`config.mk`:
```
export PLATFORM = sky130hd
export DESIGN_NAME = interval_timer_sec_nsec_core
export DESIGN_NICKNAME = d
export VERILOG_FILES = /design/src/sv/itsn_pkg.sv /design/src/sv/interval_timer_sec_nsec_core.sv
export SDC_FILE = /design/constraint.sdc
export NUM_CORES = 2
export LEC_CHECK = 0
export BUFFER_PORTS_ARGS = -buffer_cell sky130_fd_sc_hd__buf_2
export CAP_MARGIN = 20
export CORE_MARGIN = 2
export CORE_UTILIZATION = 60
export DETAILED_ROUTE_END_ITERATION = 16
export PLACE_DENSITY = 0.78
export SYNTH_ARGS = -nofsm -noshare
export SYNTH_HDL_FRONTEND = slang
export SYNTH_SLANG_ARGS = --single-unit
```
`constraint.sdc`:
```
create_clock -name clk -period 8 [get_ports clk]
set_clock_uncertainty 0.1 [all_clocks]
set_input_delay 1.6 -clock clk [delete_from_list [all_inputs] [get_ports clk]]
set_output_delay 1.6 -clock clk [all_outputs]
set_load 0.03 [all_outputs]
```
`src/sv/itsn_pkg.sv`:
```
// shared widths, constants and types of the interval timer
`timescale 1ns / 1ps

package itsn_pkg;

    localparam int unsigned TICK_NS      = 10000000;
    localparam int unsigned SECOND_NS    = 1000000000;
    localparam int unsigned NSEC_MAX     = SECOND_NS - 1;
    localparam int unsigned MAX_LOAD_SEC = 100000000;

    localparam int SEC_W   = 27;
    localparam int NSEC_W  = 30;
    localparam int LSEC_W  = 32;
    localparam int LNSEC_W = 31;
    localparam int DATA_W  = 32;
    localparam int ADDR_W  = 3;

    // rounding datapath: value plus tick minus one stays below two seconds
    localparam int RND_W     = NSEC_W + 1;
    localparam int TICK_LOG  = $clog2(TICK_NS);
    localparam int RCP_SHIFT = RND_W + TICK_LOG;
    localparam int RCP_W     = RND_W + 2;
    localparam int PROD_W    = RND_W + RCP_W;
    localparam longint unsigned RCP_MULT =
        ((64'd1 << RCP_SHIFT) + 64'(TICK_NS) - 64'd1) / 64'(TICK_NS);

    localparam logic [ADDR_W-1:0] ADDR_INTERVAL_SEC  = 3'd0;
    localparam logic [ADDR_W-1:0] ADDR_INTERVAL_NSEC = 3'd4;

    typedef enum logic
    {
        FUNC_TICK = 1'b0,
        FUNC_LOAD = 1'b1
    } func_t;

    typedef struct packed
    {
        func_t               func;
        logic                load_bad;
        logic [SEC_W-1:0]    load_sec;
        logic [RND_W-1:0]    load_quot;
        logic [NSEC_W-1:0]   amount;
    } stage_t;

endpackage

```
`src/sv/interval_timer_sec_nsec_core.sv`:
```
// interval timer top level: request stage, tick/load update and result register
`timescale 1ns / 1ps

// One result per request, held in the result register after the request stage;
// a new request can be taken every cycle while no result waits on out_ready.
// Loads are range-checked and divided by the tick length with a reciprocal
// multiply while the request is registered; the update stage then rounds to a
// whole tick, or subtracts a tick amount with borrow and reload, and writes
// the timer state together with the result. The update of the remaining time
// sets the rate. remain_sec and remain_nsec show the timer state, which
// changes only when a new result is loaded.

module interval_timer_sec_nsec_core
    import itsn_pkg::*;
(
    input  logic                      clk,
    input  logic                      rst_n,

    input  logic                      in_valid,
    output logic                      in_ready,
    input  logic                      func,
    input  logic [NSEC_W-1:0]         amount_ns,
    input  logic signed [LSEC_W-1:0]  load_sec,
    input  logic signed [LNSEC_W-1:0] load_nsec,

    output logic                      out_valid,
    input  logic                      out_ready,
    output logic                      expired,
    output logic                      load_error,
    output logic [SEC_W-1:0]          remain_sec,
    output logic [NSEC_W-1:0]         remain_nsec,

    input  logic                      psel,
    input  logic                      penable,
    input  logic                      pwrite,
    input  logic [ADDR_W-1:0]         paddr,
    input  logic [DATA_W-1:0]         pwdata,
    output logic [DATA_W-1:0]         prdata,
    output logic                      pready
);

    logic              s1_valid_reg;
    stage_t            s1_reg;
    stage_t            s1_next;
    logic              out_valid_reg;
    logic              expired_reg;
    logic              expired_next;
    logic              load_error_reg;
    logic              load_error_next;
    logic [SEC_W-1:0]  value_sec_reg;
    logic [SEC_W-1:0]  value_sec_next;
    logic [NSEC_W-1:0] value_nsec_reg;
    logic [NSEC_W-1:0] value_nsec_next;
    logic [SEC_W-1:0]  interval_sec_reg;
    logic [NSEC_W-1:0] interval_nsec_reg;

    logic              accept;
    logic              advance;
    logic              cfg_write;

    // request stage signals
    logic              sec_bad;
    logic              nsec_bad;
    logic [NSEC_W-1:0] nsec_raised;
    logic [RND_W-1:0]  rnd_in;
    logic [PROD_W-1:0] rcp_prod;

    // update stage signals
    logic [RND_W-1:0]  rounded;
    logic              idle;
    logic [RND_W-1:0]  diff;
    logic              diff_neg;
    logic              tick_expire;
    logic [NSEC_W-1:0] ival_nsec;
    logic [RND_W-1:0]  rl_sum;
    logic [NSEC_W-1:0] rl_nsec;
    logic [SEC_W-1:0]  rl_sec;
    logic              rl_under;

    assign pready    = 1'b1;
    assign cfg_write = psel && penable && pwrite && pready;
    assign prdata    = paddr[2] ? {{(DATA_W-NSEC_W){1'b0}}, interval_nsec_reg}
                                : {{(DATA_W-SEC_W){1'b0}}, interval_sec_reg};

    assign advance  = s1_valid_reg && (!out_valid_reg || out_ready);
    assign in_ready = !s1_valid_reg || advance;
    assign accept   = in_valid && in_ready;

    assign out_valid   = out_valid_reg;
    assign expired     = expired_reg;
    assign load_error  = load_error_reg;
    assign remain_sec  = value_sec_reg;
    assign remain_nsec = value_nsec_reg;

    // request stage: range check, raise to one tick, divide by tick length, clamp tick amount
    always_comb
    begin
        sec_bad  = load_sec[LSEC_W-1] ||
                   (load_sec > $signed(LSEC_W'(MAX_LOAD_SEC)));
        nsec_bad = load_nsec[LNSEC_W-1] ||
                   (load_nsec[NSEC_W-1:0] > NSEC_W'(NSEC_MAX));
        nsec_raised = load_nsec[NSEC_W-1:0];
        if ((load_sec == '0) && (nsec_raised != '0) &&
            (nsec_raised < NSEC_W'(TICK_NS)))
        begin
            nsec_raised = NSEC_W'(TICK_NS);
        end
        rnd_in   = {1'b0, nsec_raised} + RND_W'(TICK_NS - 1);
        rcp_prod = PROD_W'(rnd_in) * PROD_W'(RCP_MULT);

        s1_next.func      = func_t'(func);
        s1_next.load_bad  = sec_bad || nsec_bad;
        s1_next.load_sec  = load_sec[SEC_W-1:0];
        s1_next.load_quot = RND_W'(rcp_prod >> RCP_SHIFT);
        s1_next.amount    = (amount_ns > NSEC_W'(NSEC_MAX)) ? NSEC_W'(NSEC_MAX)
                                                             : amount_ns;
    end

    // update stage: tick with borrow and reload, or rounded load
    always_comb
    begin
        rounded = s1_reg.load_quot * RND_W'(TICK_NS);

        idle        = (value_sec_reg == '0) && (value_nsec_reg == '0);
        diff        = {1'b0, value_nsec_reg} - {1'b0, s1_reg.amount};
        diff_neg    = diff[RND_W-1];
        tick_expire = !idle && (value_sec_reg == '0) && (diff_neg || (diff == '0));

        ival_nsec = (interval_nsec_reg > NSEC_W'(NSEC_MAX)) ? NSEC_W'(NSEC_MAX)
                                                             : interval_nsec_reg;
        rl_sum    = {1'b0, ival_nsec} + diff;
        rl_under  = 1'b0;
        if (rl_sum[RND_W-1])
        begin
            rl_nsec  = NSEC_W'(rl_sum + RND_W'(SECOND_NS));
            rl_sec   = interval_sec_reg - SEC_W'(1);
            rl_under = (interval_sec_reg == '0);
        end
        else
        begin
            rl_nsec = rl_sum[NSEC_W-1:0];
            rl_sec  = interval_sec_reg;
        end

        expired_next    = 1'b0;
        load_error_next = 1'b0;
        value_sec_next  = value_sec_reg;
        value_nsec_next = value_nsec_reg;

        case (s1_reg.func)
            FUNC_LOAD:
            begin
                if (s1_reg.load_bad)
                begin
                    load_error_next = 1'b1;
                end
                else if (rounded >= RND_W'(SECOND_NS))
                begin
                    value_nsec_next = NSEC_W'(rounded - RND_W'(SECOND_NS));
                    value_sec_next  = s1_reg.load_sec + SEC_W'(1);
                end
                else
                begin
                    value_nsec_next = rounded[NSEC_W-1:0];
                    value_sec_next  = s1_reg.load_sec;
                end
            end
            default:
            begin
                if (tick_expire)
                begin
                    expired_next = 1'b1;
                    if ((interval_sec_reg == '0) && (ival_nsec == '0))
                    begin
                        value_sec_next  = '0;
                        value_nsec_next = '0;
                    end
                    else if (rl_under || ((rl_sec == '0) && (rl_nsec == '0)))
                    begin
                        value_sec_next  = '0;
                        value_nsec_next = NSEC_W'(1);
                    end
                    else
                    begin
                        value_sec_next  = rl_sec;
                        value_nsec_next = rl_nsec;
                    end
                end
                else if (!idle)
                begin
                    if (diff_neg)
                    begin
                        value_nsec_next = NSEC_W'(diff + RND_W'(SECOND_NS));
                        value_sec_next  = value_sec_reg - SEC_W'(1);
                    end
                    else
                    begin
                        value_nsec_next = diff[NSEC_W-1:0];
                    end
                end
            end
        endcase
    end

    always_ff @(posedge clk or negedge rst_n)
    begin
        if (!rst_n)
        begin
            s1_valid_reg      <= 1'b0;
            out_valid_reg     <= 1'b0;
            expired_reg       <= 1'b0;
            load_error_reg    <= 1'b0;
            value_sec_reg     <= '0;
            value_nsec_reg    <= '0;
            interval_sec_reg  <= '0;
            interval_nsec_reg <= '0;
        end
        else
        begin
            if (accept)
            begin
                s1_valid_reg <= 1'b1;
            end
            else if (advance)
            begin
                s1_valid_reg <= 1'b0;
            end

            if (advance)
            begin
                out_valid_reg  <= 1'b1;
                expired_reg    <= expired_next;
                load_error_reg <= load_error_next;
                value_sec_reg  <= value_sec_next;
                value_nsec_reg <= value_nsec_next;
            end
            else if (out_ready)
            begin
                out_valid_reg <= 1'b0;
            end

            if (cfg_write)
            begin
                if (paddr[2] == ADDR_INTERVAL_NSEC[2])
                begin
                    interval_nsec_reg <= pwdata[NSEC_W-1:0];
                end
                else
                begin
                    interval_sec_reg <= pwdata[SEC_W-1:0];
                end
            end
        end
    end

    // request payload needs no reset
    always_ff @(posedge clk)
    begin
        if (accept)
        begin
            s1_reg <= s1_next;
        end
    end

endmodule

```
* Yosys cells after proc, flatten, opt, wreduce, memory -nomap -nowiden
Cells that the tools add are included.
Storage, ports and cells: register bits 185, word-level logic and storage cells 100
Operators by class: add/subtract/negate cells 9, multiply operators 2, magnitude comparators 6, equality and inequality tests 2, mux-type cells 30, bitwise logic cells 1, reductions and logical operators 37
Operators with widths (count):
- two-way mux 30 bit | 12
- two-way mux 27 bit | 9
- greater-than comparator 30 bit, second input constant | 3
- zero test 30 bit | 3
- zero test 27 bit | 3
- multiplier 31 x 31 -> 62 bit, second input constant | 1
- adder 30 bit, second input constant | 2
- subtractor 27 x 1 -> 27 bit, second input constant | 2
- greater-than comparator 32 x 28 -> 1 bit, second input constant | 1
- zero test 32 bit | 1
- adder 30 x 24 -> 31 bit, second input constant | 1
- adder 30 x 31 -> 31 bit | 1
- >= comparator 31 x 30 -> 1 bit, second input constant | 1
- zero test 31 bit | 1
- subtractor 30 x 30 -> 31 bit | 1
- less-than comparator 30 x 24 -> 1 bit, second input constant | 1
- nonzero test 30 bit | 1
- subtractor 30 bit, second input constant | 1
- adder 27 x 1 -> 27 bit, second input constant | 1
- multiplier 8 x 17 -> 24 bit, second input constant | 1
- logical AND 1 bit | 11
- two-way mux 1 bit | 9
- logical OR 1 bit | 7
- AND reduction 2 bit | 2
- 8 further kinds | 11

* Logic depth before layout (Yosys ltp)
depth after elaboration 12, gate-level depth with buffers 46, gate-level depth less buffers 44

* Least setup slack after synthesis
OpenSTA, ideal clock, no wires.
path kind input -> register, from input load_nsec[28], to register s1_reg[37] (netlist name) (data pin), arrival 12.300 ns, data required time 7.634 ns, slack -4.667 ns, cell stages on the path 39, path buffers 2, cell sequence or4_1 nor3_1 nand4_1 nor4_1 nand2_1 clkbuf_1 clkbuf_1 nand2_1 ha_1 inv_1 o311ai_1 a211oi_1 a21oi_1 nand2b_1 a311o_1 xor2_1 fa_1 fa_1 [... 3 more ...] fa_1 fa_1 fa_1 fa_1 ha_1 ha_1 a21o_1 a21o_1 a21oi_1 o21ai_0 a221o_1 a21o_1 a21oi_1 o21ai_0 a221oi_1 o21ai_0 o21ai_0 a31oi_1
Between the ends: word-level cells in the longest chain between the ends 6, elaborated cells between the ends (all ways) 7
RTL lines:
- from (decl) | line interval_timer_sec_nsec_core.sv:24 | input logic signed [LNSEC_W-1:0] load_nsec,
- branches (longest 3 deep; another with less-than comparator 30 x 24 -> 1 bit)
- two-way mux 30 bit (*) | line interval_timer_sec_nsec_core.sv:103 | if ((load_sec == '0) && (nsec_raised != '0) &&
- adder 30 x 24 -> 31 bit (*) | line interval_timer_sec_nsec_core.sv:108 | rnd_in = {1'b0, nsec_raised} + RND_W'(TICK_NS - 1);
- multiplier 31 x 31 -> 62 bit (*) | line interval_timer_sec_nsec_core.sv:109 | rcp_prod = PROD_W'(rnd_in) * PROD_W'(RCP_MULT);
- via rcp_prod[62] | line interval_timer_sec_nsec_core.sv:66 | logic [PROD_W-1:0] rcp_prod;
- to (signal assigned) | line interval_timer_sec_nsec_core.sv:261 | s1_reg <= s1_next;
- to (decl) | line interval_timer_sec_nsec_core.sv:43 | stage_t s1_reg;
Mark *: on every way through the listed nets, which the timed path passes. A chain may end at the register's enable or synchronous reset.

* Final worst setup path
from input load_nsec[25], to register s1_reg[34] (netlist name) (data pin)
The elaborated chain is that of the path after synthesis.

==> metrics.yaml <==
yosys:
  synth_xor_xnor_area_share_pct: 5.59
  muxShareOfSynthArea_pct: 2.69
  avgSynthCellArea_um2: 9.25
  synth_compound_gate_area_share_pct: 12.9
  synth_edf_count: 67
  ys_top_cells_by_area: "fa_1, ha_1, dfrtp_1, inv_1, edfxtp_1"
  synth_top_family_by_area: "adder cells"
  yosysUniqueCellTypes: 93
  synth-async-reset-ratio_pct: 63.8
  synth_top_area_share_pct: 27.5
  syn_area_um2: 36200
  ys_warn_count: 0
  syn_inst: 3913
  ys_ff_latch: 185
  yosys_most_used_dff: "dfrtp_1"
  synth_top_cell_by_area: "fa_1"
  synth_simple_gate_area_share_pct: 12.4
  ys_seq_area_share_pct: 13.7
  synth-adder-area-share_pct: 43.4
critical_path:
  r2r_slack_ps: 640
  cp-start-kind: "input port"
  crit_path_end_kind: "flop"
  crit_slowest_cell: "or4_4"
  slowest_delay_ps: 540
  cpMostUsedCell: "fa_1"
  startpoint: "load_nsec[25]"
  worst-setup-path-type: "input port to flop"
  worstReg2RegStart: "remain_nsec[0]"
  cp.required_ps: 8140
  worstRegToRegCells: 23
  crit_path_end: "s1_reg[34]"
  cp.arrival_ps: 11120
  r2r-end: "remain_nsec[0]"
  path_max_fanout: 4
timing:
  maxSlewHeadroom_pct: 30.0
  fin_crit_sh_pct: 137
  timing.hold.ws_ps: 413
  final-hold-violation-count: 0
  fin_crit_ps: 10980
  slew_viol_final: 0
  rsz0062_at_grt: "yes"
  worst_pin_slew_ps: 1040
  final-setup-viol-count: 8
  max_freq_mhz: 91.1
  worst_slack_ps: -2980
run_status:
  status: "finished with violations"
  violations: "setup timing"
worst_hold_path:
  min_path_type: "flop to flop"
route:
  viasPerCell: 6.04
  drc: 0
  antenna_left: 0
  postRouteWirelength_um: 121000
  drt_iter0_markers: 2918
  post_drt_wl_per_cell_um: 22.8
  dr.pass1.iters: 6
  vias: 32100
floorplanning:
  fp-row-count: 90
  start_util_pct: 60.3
  dieHeight_um: 250
  ios: 230
  core_region_area_um2: 60000
  fp.dieW_um: 250
  dieArea_um2: 62300
global_routing:
  grtUsageTotal_pct: 38.6
  overflow: 0
  grt_pass1_vias: 32600
  antenna_found_initial: 4
  grt_pass1_wl_um: 183000
  grt_start_max_net_pins: 77
layout:
  area_growth_pct: 18.9
  drive_above_1_share_pct: 22.0
  largest_register_ffs: 67
  multi_input_area_um2: 28800
  n_fill_cell: 4507
  ff_latch_area_um2: 4960
  num-nets-final: 5607
placed_design:
  port-buffer-count: 222
  pre_cts_slack_ps: -3900
  dp_hpwl_um: 103000
  gp_congestion: 1.05
clocking:
  cts-root-buf: "clkbuf_16"
  numCtsBuffers: 17
  clkTransAtPathRegs_ps: 80
  htree_levels: 4
  cts_tree: "built"
  cts_sinks: 185
  clk_latency_ps: 480
  clock_path_buffers: 2
flow_run:
  cap_viol_max_count: 0
synthesized netlist by cell type (57+ instances only):
library cell,n
a21oi_1,196
ha_1,458
a21o_1,76
nor2_1,166
clkbuf_1,88
inv_1,775
dfrtp_1,118
nor3_1,66
nand2_1,189
nor4_1,57
fa_1,498
o21ai_0,117
xor2_1,86
mux2_2,83
edfxtp_1,67
xnor2_1,143
nand2b_1,62
nand3_1,70
layout by cell type, fill, tap and decap left out, drive strengths merged, types with 118 or more instances in the layout:
cell type	instances
dfrtp	118
nor2	166
buf	689
ha	458
a21oi	197
o21ai	120
nand2	189
xnor2	144
fa	498
inv	787
worst max-delay path: cells and delay by family:
family          cells  cell delay, ps
fa+ha+maj          10            3760
simple gates        9            1740
buf+inv            11            1000
xor+xnor            2             330
compound gates     13            2640
how the worst min path moves through the flow:
stage	endpoint	slack [ps]	depth (start not counted)	start
6_report	expired	410	2	expired
5_1_grt	expired	430	2	expired
4_1_cts	expired	410	2	expired
3_5_place_dp	expired	390	2	expired
3_3_place_gp	out_valid	370	1	s1_valid_reg
2_1_floorplan	out_valid	360	1	s1_valid_reg
metrics by stage:
stage / setup TNS (ps) / instance area [um^2] / util [%] / cells
2_1_floorplan: -24230 / 36400 / - / 3914
3_3_place_gp: -28280 / 41400 / 69.0 / 5253
3_5_place_dp: -29940 / 41400 / 69.0 / 5253
4_1_cts: -22700 / 42500 / 70.8 / 5299
5_1_grt: -25380 / 43000 / 71.7 / 5311
6_report: -22530 / 43000 / 71.7 / 5311
per-layer routing:
layer  share of wire [%]  global-route usage, %
met5               0.031                      0
met2                  48                   65.2
met4                 6.2                   20.0
met1                  36                   46.2
met3                 9.3                   8.75
final cells by class:
class	instances	share of cell area [%]
antenna	1	0.00582
tap	782	2.27
timing repair buffer	689	11.0
clock buffer	17	0.989
clock inverter	15	0.428
inverter	776	6.78
multi-input combinational	2846	67.0
sequential	185	11.5
cells by family after synthesis:
| family | count (synthesis) |
|---|---|
| AOI/OAI and AO/OA | 703 |
| DFF | 185 |
| muxes | 87 |
| buffers and inverters | 883 |
| adders and majority gates | 956 |
| and+or+nand+nor | 867 |
| xor gates and xnor gates | 230 |
| other | 2 |
what timing repair did:
item | 4_1_cts | 5_1_grt
cloned | 0 | 0
setup buffers | 17 | 14
hold buffers | 0 | 0
pin swaps | 88 | 105
resized for setup | 67 | 84
setup endpoints to repair | 8 | 8
Power is not shown: default switching activity piles up to over one toggle a cycle in this logic, so the estimate is an artifact.
